$ cat src/hdl/ubd_pkg.sv
package ubd_pkg;

   // field widths
   localparam int unsigned CLK_W    = 27;
   localparam int unsigned BAUD_W   = 23;
   localparam int unsigned PORT_W   = 2;
   localparam int unsigned FRAC_W   = 4;
   localparam int unsigned CSR_IDX_W = 1;

   // quotient of clock / baud carries mantissa and fraction bits together
   localparam int unsigned QUOT_W   = CLK_W;
   localparam int unsigned MRAW_W   = QUOT_W - FRAC_W;

   // reset values of the bus clocks
   localparam logic [CLK_W-1:0] FAST_CLK_RESET = 27'd72000000;
   localparam logic [CLK_W-1:0] SLOW_CLK_RESET = 27'd36000000;

   // port that runs from the fast bus clock
   localparam logic [PORT_W-1:0] FAST_PORT = 2'd1;

   // register indexes
   localparam logic [CSR_IDX_W-1:0] CSR_FAST_CLK = 1'b0;
   localparam logic [CSR_IDX_W-1:0] CSR_SLOW_CLK = 1'b1;

   // saturated fraction and the exact half
   localparam logic [FRAC_W-1:0] FRAC_MAX = 4'hF;
   localparam logic [FRAC_W-1:0] FRAC_HALF = 4'h8;

   // payload handed from one divider cell to the next
   typedef struct packed {
      logic              baud_zero;
      logic [BAUD_W-1:0] baud;
      logic [BAUD_W-1:0] rem;
      logic [QUOT_W-1:0] num;
   } ubd_stage_type;

endpackage

$ cat src/hdl/ubd_div_cell.sv
module ubd_div_cell
   import ubd_pkg::*;
(
   input  logic          clock,
   input  logic          reset,
   input  logic          valid_in,
   input  ubd_stage_type stage_in,
   output logic          valid_out,
   output ubd_stage_type stage_out
);

   logic          valid_ff;
   ubd_stage_type stage_ff;
   ubd_stage_type stage_in_c;

   logic [BAUD_W:0] trial;
   logic [BAUD_W:0] diff;
   logic            take;

   // one restoring step: bring down the next dividend bit, try to subtract
   always_comb begin
      trial      = {stage_in.rem, stage_in.num[QUOT_W-1]};
      diff       = trial - {1'b0, stage_in.baud};
      take       = (trial >= {1'b0, stage_in.baud});
      stage_in_c = stage_in;
      stage_in_c.rem = take ? diff[BAUD_W-1:0] : trial[BAUD_W-1:0];
      stage_in_c.num = {stage_in.num[QUOT_W-2:0], take};
   end

   // valid flag
   always_ff @(posedge clock) begin
      if (reset) begin
         valid_ff <= 1'b0;
      end else begin
         valid_ff <= valid_in;
      end
   end

   // payload register
   always_ff @(posedge clock) begin
      stage_ff <= stage_in_c;
   end

   assign valid_out = valid_ff;
   assign stage_out = stage_ff;

endmodule

$ cat src/hdl/ubd_round.sv
module ubd_round
   import ubd_pkg::*;
#(
   parameter int unsigned MANTISSA_BITS = 12
) (
   input  logic                     clock,
   input  logic                     reset,
   input  logic                     valid_in,
   input  ubd_stage_type            stage_in,
   output logic                     rsp_valid,
   output logic [MANTISSA_BITS-1:0] rsp_divisor_mantissa,
   output logic [FRAC_W-1:0]        rsp_divisor_fraction,
   output logic                     rsp_out_of_range
);

   localparam logic [MRAW_W:0] MANT_MAX = (MRAW_W+1)'((1 << MANTISSA_BITS) - 1);

   logic                     valid_ff;
   logic [MANTISSA_BITS-1:0] mant_ff;
   logic [FRAC_W-1:0]        frac_ff;
   logic                     err_ff;

   logic [FRAC_W-1:0]        frac_raw;
   logic                     round_up;
   logic [FRAC_W:0]          frac_sum;
   logic [MRAW_W:0]          mant_sum;
   logic                     over;
   logic [MANTISSA_BITS-1:0] mant_in;
   logic [FRAC_W-1:0]        frac_in;
   logic                     err_in;

   // round half up, exact half stays down; carry a full unit into the mantissa
   always_comb begin
      frac_raw = stage_in.num[FRAC_W-1:0];
      round_up = frac_raw[FRAC_W-1] &&
                 !((frac_raw == FRAC_HALF) && (stage_in.rem == '0));
      frac_sum = {1'b0, frac_raw} + {{FRAC_W{1'b0}}, round_up};
      mant_sum = {1'b0, stage_in.num[QUOT_W-1:FRAC_W]} + {{MRAW_W{1'b0}}, frac_sum[FRAC_W]};
      over     = stage_in.baud_zero || (mant_sum > MANT_MAX);
      err_in   = over;
      mant_in  = over ? MANT_MAX[MANTISSA_BITS-1:0] : mant_sum[MANTISSA_BITS-1:0];
      frac_in  = over ? FRAC_MAX : frac_sum[FRAC_W-1:0];
   end

   // strobe
   always_ff @(posedge clock) begin
      if (reset) begin
         valid_ff <= 1'b0;
      end else begin
         valid_ff <= valid_in;
      end
   end

   // result register
   always_ff @(posedge clock) begin
      mant_ff <= mant_in;
      frac_ff <= frac_in;
      err_ff  <= err_in;
   end

   assign rsp_valid            = valid_ff;
   assign rsp_divisor_mantissa = mant_ff;
   assign rsp_divisor_fraction = frac_ff;
   assign rsp_out_of_range     = err_ff;

endmodule

$ cat src/hdl/uart_baud_divisor_calc.sv
// Computes the 16x-oversampling UART divisor for a port and baud rate. The
// quotient bus_clock / baud is formed by a row of 27 divider cells, one
// quotient bit per cell, followed by one rounding and saturation stage. A new
// request may be started in every cycle; busy is always low. Results cannot be
// held off by the receiver and must be captured in the strobe cycle. The user
// writes the bus clock registers through the csr port only while no request
// is in flight; the block itself does not enforce this.
module uart_baud_divisor_calc
   import ubd_pkg::*;
#(
   parameter int unsigned MANTISSA_BITS = 12
) (
   input  logic                     clock,
   input  logic                     reset,
   input  logic                     start,
   output logic                     busy,
   input  logic [PORT_W-1:0]        req_port_number,
   input  logic [BAUD_W-1:0]        req_baud_rate,
   output logic                     rsp_valid,
   output logic [MANTISSA_BITS-1:0] rsp_divisor_mantissa,
   output logic [FRAC_W-1:0]        rsp_divisor_fraction,
   output logic                     rsp_out_of_range,
   input  logic                     csr_we,
   input  logic [CSR_IDX_W-1:0]     csr_index,
   input  logic [CLK_W-1:0]         csr_wdata
);

   localparam int unsigned LATENCY = QUOT_W + 1;

   logic [CLK_W-1:0] fast_clk_ff;
   logic [CLK_W-1:0] slow_clk_ff;

   logic          valid_head;
   ubd_stage_type stage_head;

   logic          valid_bus [0:QUOT_W];
   ubd_stage_type stage_bus [0:QUOT_W];

   // bus clock registers
   always_ff @(posedge clock) begin
      if (reset) begin
         fast_clk_ff <= FAST_CLK_RESET;
         slow_clk_ff <= SLOW_CLK_RESET;
      end else if (csr_we) begin
         case (csr_index)
            CSR_FAST_CLK: fast_clk_ff <= csr_wdata;
            CSR_SLOW_CLK: slow_clk_ff <= csr_wdata;
            default: ;
         endcase
      end
   end

   // request enters the first cell
   assign busy = 1'b0;

   always_comb begin
      valid_head           = start && !busy;
      stage_head.baud_zero = (req_baud_rate == '0);
      stage_head.baud      = req_baud_rate;
      stage_head.rem       = '0;
      stage_head.num       = (req_port_number == FAST_PORT) ? fast_clk_ff : slow_clk_ff;
   end

   assign valid_bus[0] = valid_head;
   assign stage_bus[0] = stage_head;

   // divider cells
   for (genvar i = 0; i < QUOT_W; i++) begin : g_cell
      ubd_div_cell u_cell (
         .clock     (clock),
         .reset     (reset),
         .valid_in  (valid_bus[i]),
         .stage_in  (stage_bus[i]),
         .valid_out (valid_bus[i+1]),
         .stage_out (stage_bus[i+1])
      );
   end

   // rounding, carry and saturation
   ubd_round #(
      .MANTISSA_BITS (MANTISSA_BITS)
   ) u_round (
      .clock                (clock),
      .reset                (reset),
      .valid_in             (valid_bus[QUOT_W]),
      .stage_in             (stage_bus[QUOT_W]),
      .rsp_valid            (rsp_valid),
      .rsp_divisor_mantissa (rsp_divisor_mantissa),
      .rsp_divisor_fraction (rsp_divisor_fraction),
      .rsp_out_of_range     (rsp_out_of_range)
   );

   // every request gives a strobe after the fixed latency
   a_latency: assert property (@(posedge clock) disable iff (reset)
      (start && !busy) |-> ##LATENCY rsp_valid)
      else $error("request without result");

   // no strobe without a request
   a_no_spurious: assert property (@(posedge clock) disable iff (reset)
      rsp_valid |-> $past(start && !busy, LATENCY))
      else $error("result without request");

   // saturated results carry the full fraction
   a_saturate: assert property (@(posedge clock) disable iff (reset)
      (rsp_valid && rsp_out_of_range) |-> (rsp_divisor_fraction == FRAC_MAX))
      else $error("out of range result not saturated");

endmodule

$ cat config.mk
export PLATFORM = sky130hd
export DESIGN_NAME = uart_baud_divisor_calc
export DESIGN_NICKNAME = d
export VERILOG_FILES = /design/src/hdl/ubd_pkg.sv /design/src/hdl/ubd_div_cell.sv /design/src/hdl/ubd_round.sv /design/src/hdl/uart_baud_divisor_calc.sv
export SDC_FILE = /design/constraint.sdc
export NUM_CORES = 2
export LEC_CHECK = 0
export BUFFER_PORTS_ARGS = -buffer_cell sky130_fd_sc_hd__buf_4
export CAP_MARGIN = 10
export CORE_ASPECT_RATIO = 0.75
export CORE_MARGIN = 2
export CORE_UTILIZATION = 40
export DETAILED_ROUTE_END_ITERATION = 8
export REMOVE_ABC_BUFFERS = 1
export SYNTH_ARGS = -nofsm -noshare
export SYNTH_HDL_FRONTEND = slang
export SYNTH_SLANG_ARGS = --single-unit
$ cat constraint.sdc
create_clock -name clock -period 3.2 [get_ports clock]
set_input_delay 0.48 -clock clock [delete_from_list [all_inputs] [get_ports clock]]
set_output_delay 0.48 -clock clock [all_outputs]
set_load 0.02 [all_outputs]
# [Word-level counts from Yosys, hierarchy flattened]
# Index checks and enable logic that the tools add are counted.
[totals] regBits=2074 latch_bits=0 ram_bits=0 rom_bits=0 inputBits=57 output_inout_bits=19 memories=0
[op_classes] n_addsub=29 multipliers=0 n_div=0 n_lt_le_gt_ge=28 eq_ne=2 shift=0 muxes=28 n_bitwise=1 n_reduce_logical=8
[ops] op="$ge 24x23->1" n=26
[ops] op="$mux 23" n=26
[ops] op="$sub 23x23->23" n=26
[ops] op="$logic_not 23->1" n=2
[ops] op="$mux 27" n=1
[ops] op="$add 23x1->24" n=1
[ops] op="$gt 24x12->1 const B" n=1
[ops] op="$ge 1x23->1" n=1
[ops] op="$sub 1x23->23" n=1
[ops] op="$add 4x1->5" n=1
[ops] op="$eq 4x4->1 const B" n=1
[ops] op="$reduce_and 2->1" n=2
[ops] op="$eq 2x1->1 const B" n=1
[ops] op="$logic_and 1x1->1" n=2
[ops] op="$logic_not 1->1" n=1
[ops] op="$logic_or 1x1->1" n=1
[ops] op="$mux 1" n=1
[ops] op="$not 1->1" n=1

# [Longest topological paths before layout]
[logic_depth] depth_word=8 ltp_mapped=14 depth_no_buf=12

# [Cells and area by module]
# A second synthesis with hierarchy kept.
[unflattened] hier_cells=8730 area_unflattened_um2=89479.6
[by_module_without_submodules] module="ubd_div_cell at g_cell[12].u_cell ..." n_inst=19 cells_each=312 area_each_um2=3188.1 seq_area_each_um2=1501.4
[by_module_without_submodules] module="ubd_div_cell at g_cell[0].u_cell ..." n_inst=7 cells_each=298 area_each_um2=3195.6 seq_area_each_um2=1501.4
[by_module_without_submodules] module="ubd_div_cell at g_cell[1].u_cell" n_inst=1 cells_each=318 area_each_um2=3062.9 seq_area_each_um2=1501.4
[by_module_without_submodules] module="uart_baud_divisor_calc" n_inst=1 cells_each=279 area_each_um2=2397.3 seq_area_each_um2=1081.0
[by_module_without_submodules] module="ubd_round" n_inst=1 cells_each=119 area_each_um2=1077.3 seq_area_each_um2=360.3

# [Worst setup path before layout]
# OpenSTA, ideal clock, no wires.
[synth_timing] path_kind="reg-to-reg" startpoint="reg g_cell[23].u_cell.stage_ff, in the netlist g_cell[23].u_cell.stage_out[26]" endpoint="reg g_cell[24].u_cell.stage_ff, in the netlist g_cell[24].u_cell.stage_out[34]" setup_ps=121 arrival_time_ps=2961 t_required_ps=3079 setup_slack_ps=117 stages_incl_launch_ff=14 synth_period_minus_slack_ps=3083 cell_sequence="dfxtp_1 inv_1 ha_1 fa_1 nand2b_1 a211oi_2 o211ai_2 a311oi_4 a211oi_1 o31a_1 o21a_1 buf_6 buf_6 mux2_4"
[synth_rtl] element="from (decl)" line="ubd_div_cell.sv:13" source="ubd_stage_type stage_ff;"
[synth_rtl] element="from (signal assigned)" line="ubd_div_cell.sv:41" source="stage_ff <= stage_in_c;"
[synth_rtl] element="to (signal assigned)" line="ubd_div_cell.sv:41"
[synth_rtl] element="to (decl)" line="ubd_div_cell.sv:13"

==> results by stage <==
Outcome:
- The flow ran to the end, but the final reports show violations.
- The checks that failed: negative setup slack.

Power:
- The sequential power share is between 40% and 50%.
- Internal power comes to just over 0.05 W.
- The switching fraction of total power is between 20% and 30%.
- The static leakage is between 40 and 50 nW.
- IR analysis of the VDD net gives a maximum drop of roughly 0.41 mV.
- The fraction of power consumed by the clock network is 33.1%.
- Power spread over the standard cell area amounts to approximately 780 nW/um^2.
- The analysis attributes to net switching a power of around 0.022 W.
- In this run, the combinational gates consume 25.9% of the power.

Critical path:
- The largest single stage delay on the critical path is around 0.4 ns.
- Traced cell by cell, the critical path runs through inv_2 -> ha_4 -> fa_2 -> nand2b_4 -> a211oi_4 -> o211ai_2 -> a311oi_4 -> a211oi_2 -> o31a_1 -> o21a_4 -> clkbuf_16 -> mux2_4.
- The slack of the worst reg-to-reg path is -0.07 ns.
- The critical path buffer and inverter count is 2.
- The required time reported for the critical path endpoint is 3.94 ns.
- The critical register-to-register path endpoint is g_cell[24].u_cell.stage_out[36].
- The critical path in this run is classified as register to register.
- Of all nets on the critical path, the largest fanout is 6.
- The data arrival time of the critical path is 4.01 ns.
- The worst setup path is launched from a register.
- Counting cells, the worst reg-to-reg path comes to 12.
- The startpoint of the worst register-to-register path is g_cell[23].u_cell.stage_out[26].
- The cell family with the largest share of critical-path delay is compound AO/OA/AOI/OAI gates.
- STA classifies the critical path endpoint as a register.
- The slowest stage of the critical path belongs to the cell fa_2.

CTS:
- The clock net sink count is 2074.
- The number of buffers created by CTS is 203.
- The master cell of the clock root buffer is clkbuf_16.
- The clock tree from TritonCTS is built.
- The insertion delay to the later sink of the worst-skew pair is 0.85 ns.
- The maximum count of clock buffers along a single path is 4.
- Clock-pin slew was measured on the worst setup and hold paths at ~0.070 ns.
- The clock tree synthesis step divided the H-tree into 4 levels.

Placed design:
- In this run, placement finished with an instance count of about 11000.
- At the end of routability-driven placement, the weighted congestion stood at between 0.9 and 1.
- In this run the tool buffered the top-level ports with between 70 and 80 buffer cells.
- The sum of net half-perimeters after detailed placement is between 100000 and 150000 microns.
- The cell area after placement is between 80000 and 90000 sq um.

Yosys:
- Summing the areas of all compound-gate instances in the mapped netlist gives 15.4% of the synthesized area.
- The number of library cell types mapped by synthesis is between 80 and 90.
- The post-synthesis mux area share is ~3.7%.
- Sorting the synthesized cells by area gives the leading types as dfxtp_1 51%, ha_1 9.3%, a21oi_1 3.9%, inv_1 3.6%, nand2_1 3.2%.
- After synthesis, the share of flip-flops with an asynchronous set or reset is 0%.
- After synthesis, the largest area contributor takes up 51.1% of total cell area.
- Counting flops and latches in the post-synthesis netlist gives roughly 2100.
- The biggest area contributor in the post-synthesis netlist is dfxtp_1.
- The flip-flop cell with the highest count after synthesis is dfxtp_1.
- Of the total synthesized cell area, the portion taken by AND, OR, NAND and NOR gates is 10.1%.
- During synthesis, Yosys emitted a total of 0 warnings.
- Counting flops with a built-in enable in the synthesized netlist gives 0.
- The average cell area after synthesis is a little under 10 sq um.
- The count of mapped cells out of synthesis is between 8000 and 9000.
- The share of synthesized area occupied by flip-flops and latches is around half.
- By area, the combinational part of the netlist is dominated by compound AO/OA/AOI/OAI gates.
- The synthesized netlist devotes 9.93% of its cell area to adder and majority cells.
- The cell area after synthesis is about 81000 sq um.
- The area share of xor/xnor cells in the synthesized design is 5.36%.

Detailed routing:
- The post-detailed-route count of antenna-violating nets is 0.
- The total vias in the final route is approximately 57000.
- The vias per cell is 5.02.
- The count of TritonRoute iterations in the first routing pass is 6.
- The total wirelength of the detailed-routed design is ~180000 microns.
- After detailed routing, the number of remaining DRC violations is 0.
- The average wire length per cell after detail routing is approximately 16 microns.
- The detailed router finished its first iteration with just over 4000 violations.

Hold path:
- The worst hold path startpoint is reset.
- The worst hold path stage count is 2.
- The path class of the tightest hold or removal check is input port to register.
- The hold path endpoint is g_cell[3].u_cell.valid_out.

Timing:
- The number of slew-limit violations in the final report is 0.
- The tightest slew margin relative to the limit is a little over two fifths.
- The final critical-path setup slack is -0.0740 ns.
- The actual slew at the worst max-slew pin is roughly 0.86 ns.
- The minimum clock period is approximately 3.3 ns.
- Setup repair after global routing could not meet its margin everywhere.
- The maximum clock rate is between 300 and 400 MHz.
- The share of the clock period used by the worst path after layout is 102%.
- Across the routed clock network, the largest skew measured is a little under 0.05 ns.
- The worst hold slack is a little under 0.2 ns.
- The number of endpoints with negative hold slack in the final report is 0.
- The setup total negative slack is -1.02 ns.
- Setup violations remaining at the end of the flow were counted as 18.

Floorplan:
- In this run the standard cell core region covers 202000 sq um.
- The floorplan step set the die width to between 500 and 600 microns.
- The die outline area is a little over 200000 sq um.
- The number of I/O pins is between 70 and 80.
- Once the floorplan was initialized, standard cells occupied between 40% and 50% of the core.
- The number of placement rows is approximately 140.
- Measured along the y axis, the die boundary spans 394 microns.

Finish:
- The area of all placed cells without fillers is between 90000 and 100000 sq um.
- The proportion of layout cells with a drive suffix above 1 is 10.2%.
- The layout has about 19000 filler cells.
- In the final design database the tool counted just over 9000 nets.
- The final core utilization is between 40% and 50%.
- The layout overhead on the synthesized area is 15.2%.
- For this run, the number of standard cells in the final layout without fillers is approximately 11000.

Global routing:
- The total overflow left after global routing is 0.
- Entering global routing, the biggest net connects slightly above 80 pins.
- The wire length of the first global-routing pass is ~290000 microns.
- The global routing usage summed across all routing layers is ~17%.
- The initial antenna violation count is 11.
- The via count of the first global-routing pass is between 50000 and 60000.

Job:
- The number of violations of the max-capacitance limit is 0.
-- how the worst max path moves through the flow --
stage,to,from,depth (start not counted)
after floorplan,g_cell[12].u_cell.stage_out[29],g_cell[11].u_cell.stage_out[59],8
after global placement,g_cell[12].u_cell.stage_out[49],g_cell[11].u_cell.stage_out[26],11
after detailed placement,g_cell[12].u_cell.stage_out[49],g_cell[11].u_cell.stage_out[26],11
after CTS,g_cell[13].u_cell.stage_out[40],g_cell[12].u_cell.stage_out[26],11
after global routing,g_cell[24].u_cell.stage_out[45],g_cell[23].u_cell.stage_out[26],12
final,g_cell[24].u_cell.stage_out[36],g_cell[23].u_cell.stage_out[26],12
-- layout by cell type (no fill, tap or decap), types with 75 or more instances in the layout --
cell	count
dfxtp_1	2073
a21oi_1	626
xor2_1	227
clkbuf_16	206
nand2b_1	75
o21ai_0	473
a21o_1	250
nor2_1	480
inv_1	770
nand3_1	104
mux2_2	220
a31oi_1	84
nand2_1	687
ha_1	601
xnor2_1	270
nor2b_1	88
buf_4	191
a211oi_1	100
-- flip-flops by register name, indices dropped and copies added (netlist names) --
name and flops:
slow_clk_ff 27, u_round.rsp_out_of_range 1, u_round.rsp_divisor_fraction 4, u_round.rsp_valid 1, g_cell.u_cell.valid_out 27, fast_clk_ff 27, u_round.rsp_divisor_mantissa 12, g_cell.u_cell.stage_out 1975
-- per-layer routing --
metal  part of all wire [%]  up-vias  global-route usage [%]
met1                     52    26500                    26.6
met2                     40     1373                    25.0
met5                      0        -                       0
li1                       -    28900                       -
met3                    5.8      249                    2.69
met4                    2.0        0                    4.14
-- final cells by class --
cell class                      count  area (sq um)  share of cell area (%)
Sequential cell                  2074         41500                    44.4
Clock inverter                     81          1100                    1.18
Tap cell                         2682          3360                    3.59
Inverter                          772          2900                    3.10
Antenna cell                        2          5.00                 0.00535
Clock buffer                      267          5690                    6.08
Timing Repair Buffer              270          2500                    2.67
Multi-Input combinational cell   5205         36500                    39.0
-- worst reg2reg max path, stage by stage, from the launching register on --
cell	delay, ns
dfxtp_2	0.33
inv_2	0.05
ha_4	0.16
fa_2	0.40
nand2b_4	0.17
a211oi_4	0.31
o211ai_2	0.17
a311oi_4	0.39
a211oi_2	0.12
o31a_1	0.33
o21a_4	0.25
clkbuf_16	0.19
mux2_4	0.30
-- Yosys cell counts (35+ instances only) --
master	count
dfxtp_1	2074
inv_1	771
nand2_1	687
a21oi_1	635
ha_1	603
o21ai_0	481
nor2_1	480
xnor2_1	270
a21o_1	250
xor2_1	227
mux2_2	220
clkbuf_1	150
nand3_1	104
a211oi_1	103
a31oi_1	90
nor2b_1	90
nand2b_1	76
nand4_1	69
nor3_1	64
o211ai_1	62
o21a_1	57
o21bai_1	54
o31ai_1	42
and2_1	38
and3_1	35
-- cell families after synthesis --
logic type | after synthesis
flip-flops | 2074
XOR/XNOR | 497
adder cells (fa/ha/maj) | 629
multiplexers | 266
other | 1
buffers and inverters | 947
AND/OR/NAND/NOR | 1783
AO/OA/AOI/OAI | 2029
-- stage by stage --
stage / power, W / worst slack, ns
global route: 0.0776 / -0.167
detailed placement: 0.0489 / -0.114
CTS: 0.0736 / 0.0199
floorplan: 0.0439 / -0.904
global placement: 0.0486 / -0.207
finish: 0.0734 / -0.0740
-- power by group through the flow --
stage / combinational [W] / clock, W / sequential [W]
after floorplan: 0.0139 / 0 / 0.0301
after global placement: 0.0179 / 0 / 0.0307
after detailed placement: 0.0182 / 0 / 0.0307
after CTS: 0.0184 / 0.0251 / 0.0302
after global routing: 0.0211 / 0.0261 / 0.0304
final: 0.0190 / 0.0243 / 0.0301
-- what timing repair did --
action | 4_1_cts | 5_1_grt
gates cloned | 0 | 3
endpoints found under the setup margin | 17 | 179
hold buffers | 51 | 0
buffers inserted | 0 | 2
gates resized for setup | 3 | 54
endpoints found under the hold margin | 80 | 0
pin swaps | 0 | 10
Power figures use the tool's default switching activity.
